**config.mk**
```make
export PLATFORM = sky130hd
export DESIGN_NAME = esrg_ctrl
export DESIGN_NICKNAME = d
export VERILOG_FILES = /design/src/rtl/esrg_pkg.sv /design/src/rtl/esrg_ctrl.sv
export SDC_FILE = /design/constraint.sdc
export NUM_CORES = 1
export LEC_CHECK = 0
export ABC_CLOCK_PERIOD_IN_PS = 2200
export BUFFER_PORTS_ARGS = -buffer_cell sky130_fd_sc_hd__buf_2
export CAP_MARGIN = 20
export CORE_AREA = 2 2 39 41
export DETAILED_ROUTE_END_ITERATION = 10
export DIE_AREA = 0 0 41 43
export GPL_TIMING_DRIVEN = 1
export PLACE_DENSITY = 0.61
export SETUP_SLACK_MARGIN = 0.15
export SYNTH_ARGS = -nofsm -noshare
export SYNTH_HDL_FRONTEND = slang
export SYNTH_SLANG_ARGS = --single-unit
```
**constraint.sdc**
```tcl
create_clock -name clk -period 2.2 [get_ports clk]
set_clock_uncertainty 0.15 [all_clocks]
set_input_delay 0.44 -clock clk [delete_from_list [all_inputs] [get_ports clk]]
set_output_delay 0.44 -clock clk [all_outputs]
set_load 0.005 [all_outputs]
```
**src/rtl/esrg_pkg.sv**
```systemverilog
// esrg_pkg: shared types, constants and the easing table function for the
// eased speed ramp generator. Depends on nothing.
`timescale 1ns / 1ps
`default_nettype none
package esrg_pkg;

	localparam int COS_TAB_DEPTH = 256;
	localparam int TI_W          = $clog2(COS_TAB_DEPTH + 1);
	localparam int IW            = $clog2(COS_TAB_DEPTH);
	localparam int DIV_STEPS     = 48;
	localparam int DCNT_W        = $clog2(DIV_STEPS + 1);
	localparam logic [16:0] ONE_Q16 = 17'd65536;
	localparam longint unsigned PI_Q30 = 64'd3373259426;

	typedef enum logic [1:0] {
		CMD_TICK = 2'd0,
		CMD_SET  = 2'd1,
		CMD_STOP = 2'd2,
		CMD_NONE = 2'd3
	} cmd_t;

	typedef enum logic [1:0] {
		REG_ACCEL  = 2'd0,
		REG_EASING = 2'd1,
		REG_ATTACH = 2'd2,
		REG_NONE   = 2'd3
	} reg_idx_t;

	typedef enum logic [1:0] {
		EASE_LINEAR = 2'd0,
		EASE_SMOOTH = 2'd1,
		EASE_SMOOTHER = 2'd2,
		EASE_SINE = 2'd3
	} ease_t;

	typedef enum logic [3:0] {
		ST_IDLE, ST_PREP, ST_DECIDE, ST_DIV, ST_E1, ST_E2, ST_E3, ST_E4,
		ST_SCALE, ST_APPLY, ST_FINISH
	} state_t;

	typedef struct packed {
		logic [1:0]         cmd;
		logic [31:0]        now_ms;
		logic signed [23:0] target_rpm;
	} in_item_t;

	typedef struct packed {
		logic signed [23:0] speed_rpm;
		logic               drive_update;
		logic               stop_motor;
		logic               still_ramping;
	} out_item_t;

	typedef struct packed {
		logic capture;
		logic prep;
		logic decide;
		logic div_fin;
		logic e1;
		logic e2;
		logic e3;
		logic e4;
		logic scale;
		logic apply;
		logic out_load;
	} ctrl_cmd_t;

	typedef struct packed {
		logic need_div;
		logic div_done;
		logic is_set;
	} dp_stat_t;

	// sin^2 table entry in q1.16, sine from an 11th order taylor series in q30
	function automatic logic [16:0] ease_tab_val(input int unsigned idx);
		longint unsigned y, y2, term, s;
		longint sum;
		y = (PI_Q30 * longint'(idx)) / (2 * COS_TAB_DEPTH);
		y2 = (y * y) >> 30;
		term = y;
		sum = longint'(y);
		for (int k = 1; k <= 5; k++) begin
			term = (term * y2) >> 30;
			case (k)
				1: term = term / 6;
				2: term = term / 20;
				3: term = term / 42;
				4: term = term / 72;
				default: term = term / 110;
			endcase
			if (k[0]) sum = sum - longint'(term);
			else sum = sum + longint'(term);
		end
		if (sum < 0) sum = 0;
		if (sum > (longint'(1) << 30)) sum = longint'(1) << 30;
		s = longint'(sum);
		return 17'((s * s + (64'd1 << 43)) >> 44);
	endfunction

endpackage
`default_nettype wire

```
**src/rtl/esrg_ctrl.sv**
```systemverilog
// esrg_ctrl: sequencer for one item and the output valid flag.
// Depends on esrg_pkg.
`timescale 1ns / 1ps
`default_nettype none
module esrg_ctrl (
	input  wire logic              clk,
	input  wire logic              arst_n,
	input  wire logic              in_valid,
	output logic                   in_ready,
	output logic                   out_valid,
	input  wire logic              out_ready,
	input  wire esrg_pkg::dp_stat_t stat,
	output esrg_pkg::ctrl_cmd_t    cmd
);
	import esrg_pkg::*;

	state_t state_q, state_d;
	logic   out_valid_q;

	always_ff @(posedge clk or negedge arst_n) begin
		if (!arst_n) begin
			state_q     <= ST_IDLE;
			out_valid_q <= 1'b0;
		end else begin
			state_q <= state_d;
			if (cmd.out_load) out_valid_q <= 1'b1;
			else if (out_ready) out_valid_q <= 1'b0;
		end
	end

	always_comb begin
		state_d = state_q;
		cmd     = '0;
		unique case (state_q)
			ST_IDLE: begin
				if (in_valid) begin
					cmd.capture = 1'b1;
					state_d = ST_PREP;
				end
			end
			ST_PREP: begin
				cmd.prep = 1'b1;
				state_d = ST_DECIDE;
			end
			ST_DECIDE: begin
				cmd.decide = 1'b1;
				state_d = stat.need_div ? ST_DIV : ST_FINISH;
			end
			ST_DIV: begin
				if (stat.div_done) begin
					cmd.div_fin = 1'b1;
					state_d = stat.is_set ? ST_FINISH : ST_E1;
				end
			end
			ST_E1: begin
				cmd.e1 = 1'b1;
				state_d = ST_E2;
			end
			ST_E2: begin
				cmd.e2 = 1'b1;
				state_d = ST_E3;
			end
			ST_E3: begin
				cmd.e3 = 1'b1;
				state_d = ST_E4;
			end
			ST_E4: begin
				cmd.e4 = 1'b1;
				state_d = ST_SCALE;
			end
			ST_SCALE: begin
				cmd.scale = 1'b1;
				state_d = ST_APPLY;
			end
			ST_APPLY: begin
				cmd.apply = 1'b1;
				state_d = ST_FINISH;
			end
			ST_FINISH: begin
				if (!out_valid_q || out_ready) begin
					cmd.out_load = 1'b1;
					state_d = ST_IDLE;
				end
			end
			default: state_d = ST_IDLE;
		endcase
	end

	assign in_ready  = state_q == ST_IDLE;
	assign out_valid = out_valid_q;

	a_load_valid: assert property (@(posedge clk) disable iff (!arst_n)
		cmd.out_load |=> out_valid_q) else $error("result not presented after load");
	a_div_hold: assert property (@(posedge clk) disable iff (!arst_n)
		(state_q == ST_DIV && !stat.div_done) |=> state_q == ST_DIV)
		else $error("left divide before quotient done");
	a_accept_prep: assert property (@(posedge clk) disable iff (!arst_n)
		(in_valid && in_ready) |=> state_q == ST_PREP) else $error("accept lost");
	a_no_overwrite: assert property (@(posedge clk) disable iff (!arst_n)
		(out_valid_q && !out_ready) |-> !cmd.out_load) else $error("result overwritten");
endmodule
`default_nettype wire

```
Yosys cells after proc, flatten, opt, wreduce, memory -nomap -nowiden
Index checks and enable logic that the tools add are counted.
{"block": "word_totals", "output_inout_bits": 13, "in_bits": 7, "reg_bits": 5}
{"block": "classes", "mux": 22, "reduce_logical": 5, "n_eq_ne": 13}
{"op": "$pmux W4 S11", "n": 1}
{"op": "$mux W4", "n": 5}
{"op": "$eq A4 B3 Y1 const B", "n": 4}
{"op": "$mux W1", "n": 16}
{"op": "$eq A4 B4 Y1 const B", "n": 3}
{"op": "$eq A4 B2 Y1 const B", "n": 2}
{"op": "$ne A2 B2 Y1 const B", "n": 3}
{"op": "$eq A4 B1 Y1 const B", "n": 1}
{"op": "$logic_not A4 Y1", "n": 1}
{"op": "$reduce_and A3 Y1", "n": 1}
{"op": "$reduce_bool A2 Y1", "n": 1}
{"op": "$logic_not A1 Y1", "n": 1}
{"op": "$logic_or A1 B1 Y1", "n": 1}

Longest topological paths before layout
{"block": "depth", "ltp_word": 5, "ltp_mapped": 5}

Least setup slack after synthesis
Ideal clock, no wire load.
{"block": "synth_path", "path_kind": "register to output", "from": "register state_q[1]", "to": "output port cmd[10] (netlist bit)", "path_stages_with_launch": 4, "t_arrival_ns": 1.145, "n_path_buf": 1, "slack_ns": 0.465, "cell_sequence": "dfrtp_1 > clkbuf_1 > nor4_1 > and2_1"}
{"item": "start: declaration", "line": "esrg_ctrl.sv:17", "rtl": "state_t state_q, state_d;"}
{"item": "start signal: assignment", "line": "esrg_ctrl.sv:25", "rtl": "state_q <= state_d;"}
{"item": "end: declaration", "line": "esrg_ctrl.sv:13", "rtl": "output esrg_pkg::ctrl_cmd_t cmd"}

==> impl_metrics.csv <==
group,metric,value,unit
synth,synth_top_family_by_area,"simple AND/OR/NAND/NOR gates",
final_layout,n_antenna_cell,0,
clock_tree,cts.path.max_buffers,2,
timing,maxSlewViolCount,0,
synth,netlist_area,400,µm²
power_and_ir_drop,p_leak,0.295,nW
final_layout,final_net_count,86,
place,io_buffers,19,
synth,synthMuxAreaShare,0.0531,
synth,synth_area_per_cell,7.15,µm²
floorplan,initial_core_util,0.289,
timing,hold_viol,0,
timing,worstMarginPinSlew,0.373,ns
final_layout,layout_common_cells,"buf_2, nor2_1, nor3_1",
timing,relSlewSlack,0.751,
clock_tree,htree_num_levels,1,
routing,drtIter0Drc,10,
floorplan,rows,14,
synth,ys_seq_area_frac,0.313,
clock_tree,clkLatencyLatePin,0.24,ns
synth,synth_cell_type_count,23,
timing,rsz0062_at_grt,"no",
clock_tree,root_buffer,"clkbuf_4",
place,globalplace.congestion,0.773,
final_layout,layout_commonest_cell,"buf_2",
setup_path,worstPathMaxFanout,12,
floorplan,dieArea,1760,µm²
clock_tree,cts_sinks,5,
power_and_ir_drop,vdd_drop_max,507,µV
synth,synth_seq_cells,5,
synth,synthXorXnorAreaFrac,0,
routing,routed_wl,927,µm
global_routing,grt-ovfl-total,0,
global_routing,grt_first_pass_wirelength,1510,µm
setup_path,critical_path_class,"flop to output port",
timing,period_minus_slack,1.94,ns
hold_path,hold_class,"input port to flop",
clock_tree,cts-buffers-inserted,3,
global_routing,antenna_found_initial,0,
synth,yosys.area_share.simple,0.359,
floorplan,die_w,41,µm
setup_path,crit_path_start_kind,"flop",
timing,max_freq,516,MHz
timing,hold_slack,0.263,ns
synth,synth_nets,63,
power_and_ir_drop,powerDensity,1210,nW/µm²
routing,wl_per_cell,9.86,µm
synth,synth-compound-area-share,0.191,
floorplan,die_h,43,µm
timing,fin_setup_tns,0,ns
run_status,status,"completed",
clock_tree,cts_tree,"yes",
place,dpl.hpwl,707,µm
setup_path,cp_data_arrival_time,1.35,ns
synth,ys_warn_count,0,
global_routing,grt_max_degree,15,
routing,route.vias.total,465,
final_layout,drive_gt1_frac,0.321,
global_routing,grt_pass1_vias,375,
floorplan,core,1380,µm²
routing,ant_nets,0,
synth,syn-instance-count,56,
synth,synth_fa_ha_area_frac,0,
timing,post-route-period-util,0.881,
routing,dr.pass1.iters,4,
run,maxCapViolations,0,
final_layout,area_growth,37.5,%
setup_path,endpoint_kind,"output port",
setup_path,crit_required,1.61,ns
routing,route.detailed.drc,0,
routing,drt-vias-per-instance,4.95,
timing,finalSetupViolations,0,
clock_tree,clk_pin_slew,0.05,ns
global_routing,gr-usage-all-layers,0.122,
floorplan,io_pins,20,
==> cells in the mapped netlist <==
library cell | instances | area share
a21oi_1 | 5 | 0.062
and2_1 | 1 | 0.016
and3b_1 | 1 | 0.022
buf_2 | 3 | 0.037
clkbuf_1 | 1 | 0.0094
dfrtp_1 | 5 | 0.31
inv_1 | 4 | 0.037
mux2_1 | 1 | 0.028
mux2i_1 | 1 | 0.025
nand2_1 | 3 | 0.028
nand2b_1 | 3 | 0.047
nand3_1 | 1 | 0.012
nand4bb_1 | 1 | 0.028
nor2_1 | 9 | 0.084
nor3_1 | 6 | 0.075
nor4_1 | 1 | 0.016
o21a_1 | 1 | 0.019
o21ai_0 | 2 | 0.025
o21ai_1 | 2 | 0.025
o22a_1 | 1 | 0.022
o22ai_1 | 1 | 0.016
o32ai_1 | 1 | 0.022
or3_1 | 2 | 0.031
==> layout make-up <==
type,count,area [µm²]
Fill cell,142,833
Multi-Input combinational cell,43,244
Sequential cell,5,125
Timing Repair Buffer,22,120
Clock buffer,4,26.3
Tap cell,16,20.0
Inverter,4,15.0
==> state kept, by name, indices dropped and copies added, names as in the netlist <==
name and cells:
out_valid 1, state_q 4
==> worst max-delay path, stage by stage, from the launching register on <==
cell	delay (ns)
dfrtp_1	0.50
nor4_1	0.33
and2_1	0.17
buf_2	0.10
==> final timing paths <==
path,startpoint,to,slack [ns],cells after the start
max,state_q[3],cmd[10],0.26,3
min,stat[1],state_q[0],0.26,2
max reg2reg,state_q[2],state_q[1],0.35,4
min reg2reg,out_valid,out_valid,0.41,2
max in group asynchronous,arst_n,state_q[1],1.38,2
min in group asynchronous,arst_n,state_q[3],0.39,2
==> metal layers <==
| metal | up-vias | routed length [µm] | track usage |
|---|---|---|---|
| li1 | 242 | - | - |
| met1 | 207 | 402 | 0.171 |
| met2 | 16 | 437 | 0.178 |
| met3 | 0 | 86 | 0.0471 |
| met4 | 0 | 0 | 0.0200 |
| met5 | - | 0 | 0 |
==> stage by stage <==
step	cell area [µm²]	utilization	worst slack (ns)	cells	total power, mW
3_5_place_dp	512	0.370	0.381	89	0.559
2_1_floorplan	400	-	0.465	56	0.437
3_3_place_gp	512	0.370	0.416	89	0.560
5_1_grt	551	0.398	0.159	94	0.739
6_report	551	0.398	0.262	94	0.668
4_1_cts	548	0.396	0.239	94	0.671
==> timing repair <==
item | 4_1_cts | 5_1_grt
endpoints found under the setup margin | 0 | 1
gates resized for setup | 0 | 1
setup buffers | 0 | 0
hold endpoints to repair | 5 | 0
hold buffers | 1 | 0
==> power breakdown <==
group / leakage (nW) / total [mW] / internal [mW] / switching (mW)
sequential: 0.0644 / 0.205 / 0.129 / 0.0765
clock: 0.0150 / 0.107 / 0.0686 / 0.0382
combinational: 0.216 / 0.356 / 0.181 / 0.174
total: 0.295 / 0.668 / 0.379 / 0.289
==> logic make-up after synthesis <==
logic type	count (synthesis)
and+or+nand+nor	28
AOI/OAI and AO/OA	13
buffers and inverters	8
DFF	5
muxes	2
(Power assumes the default switching activity.)
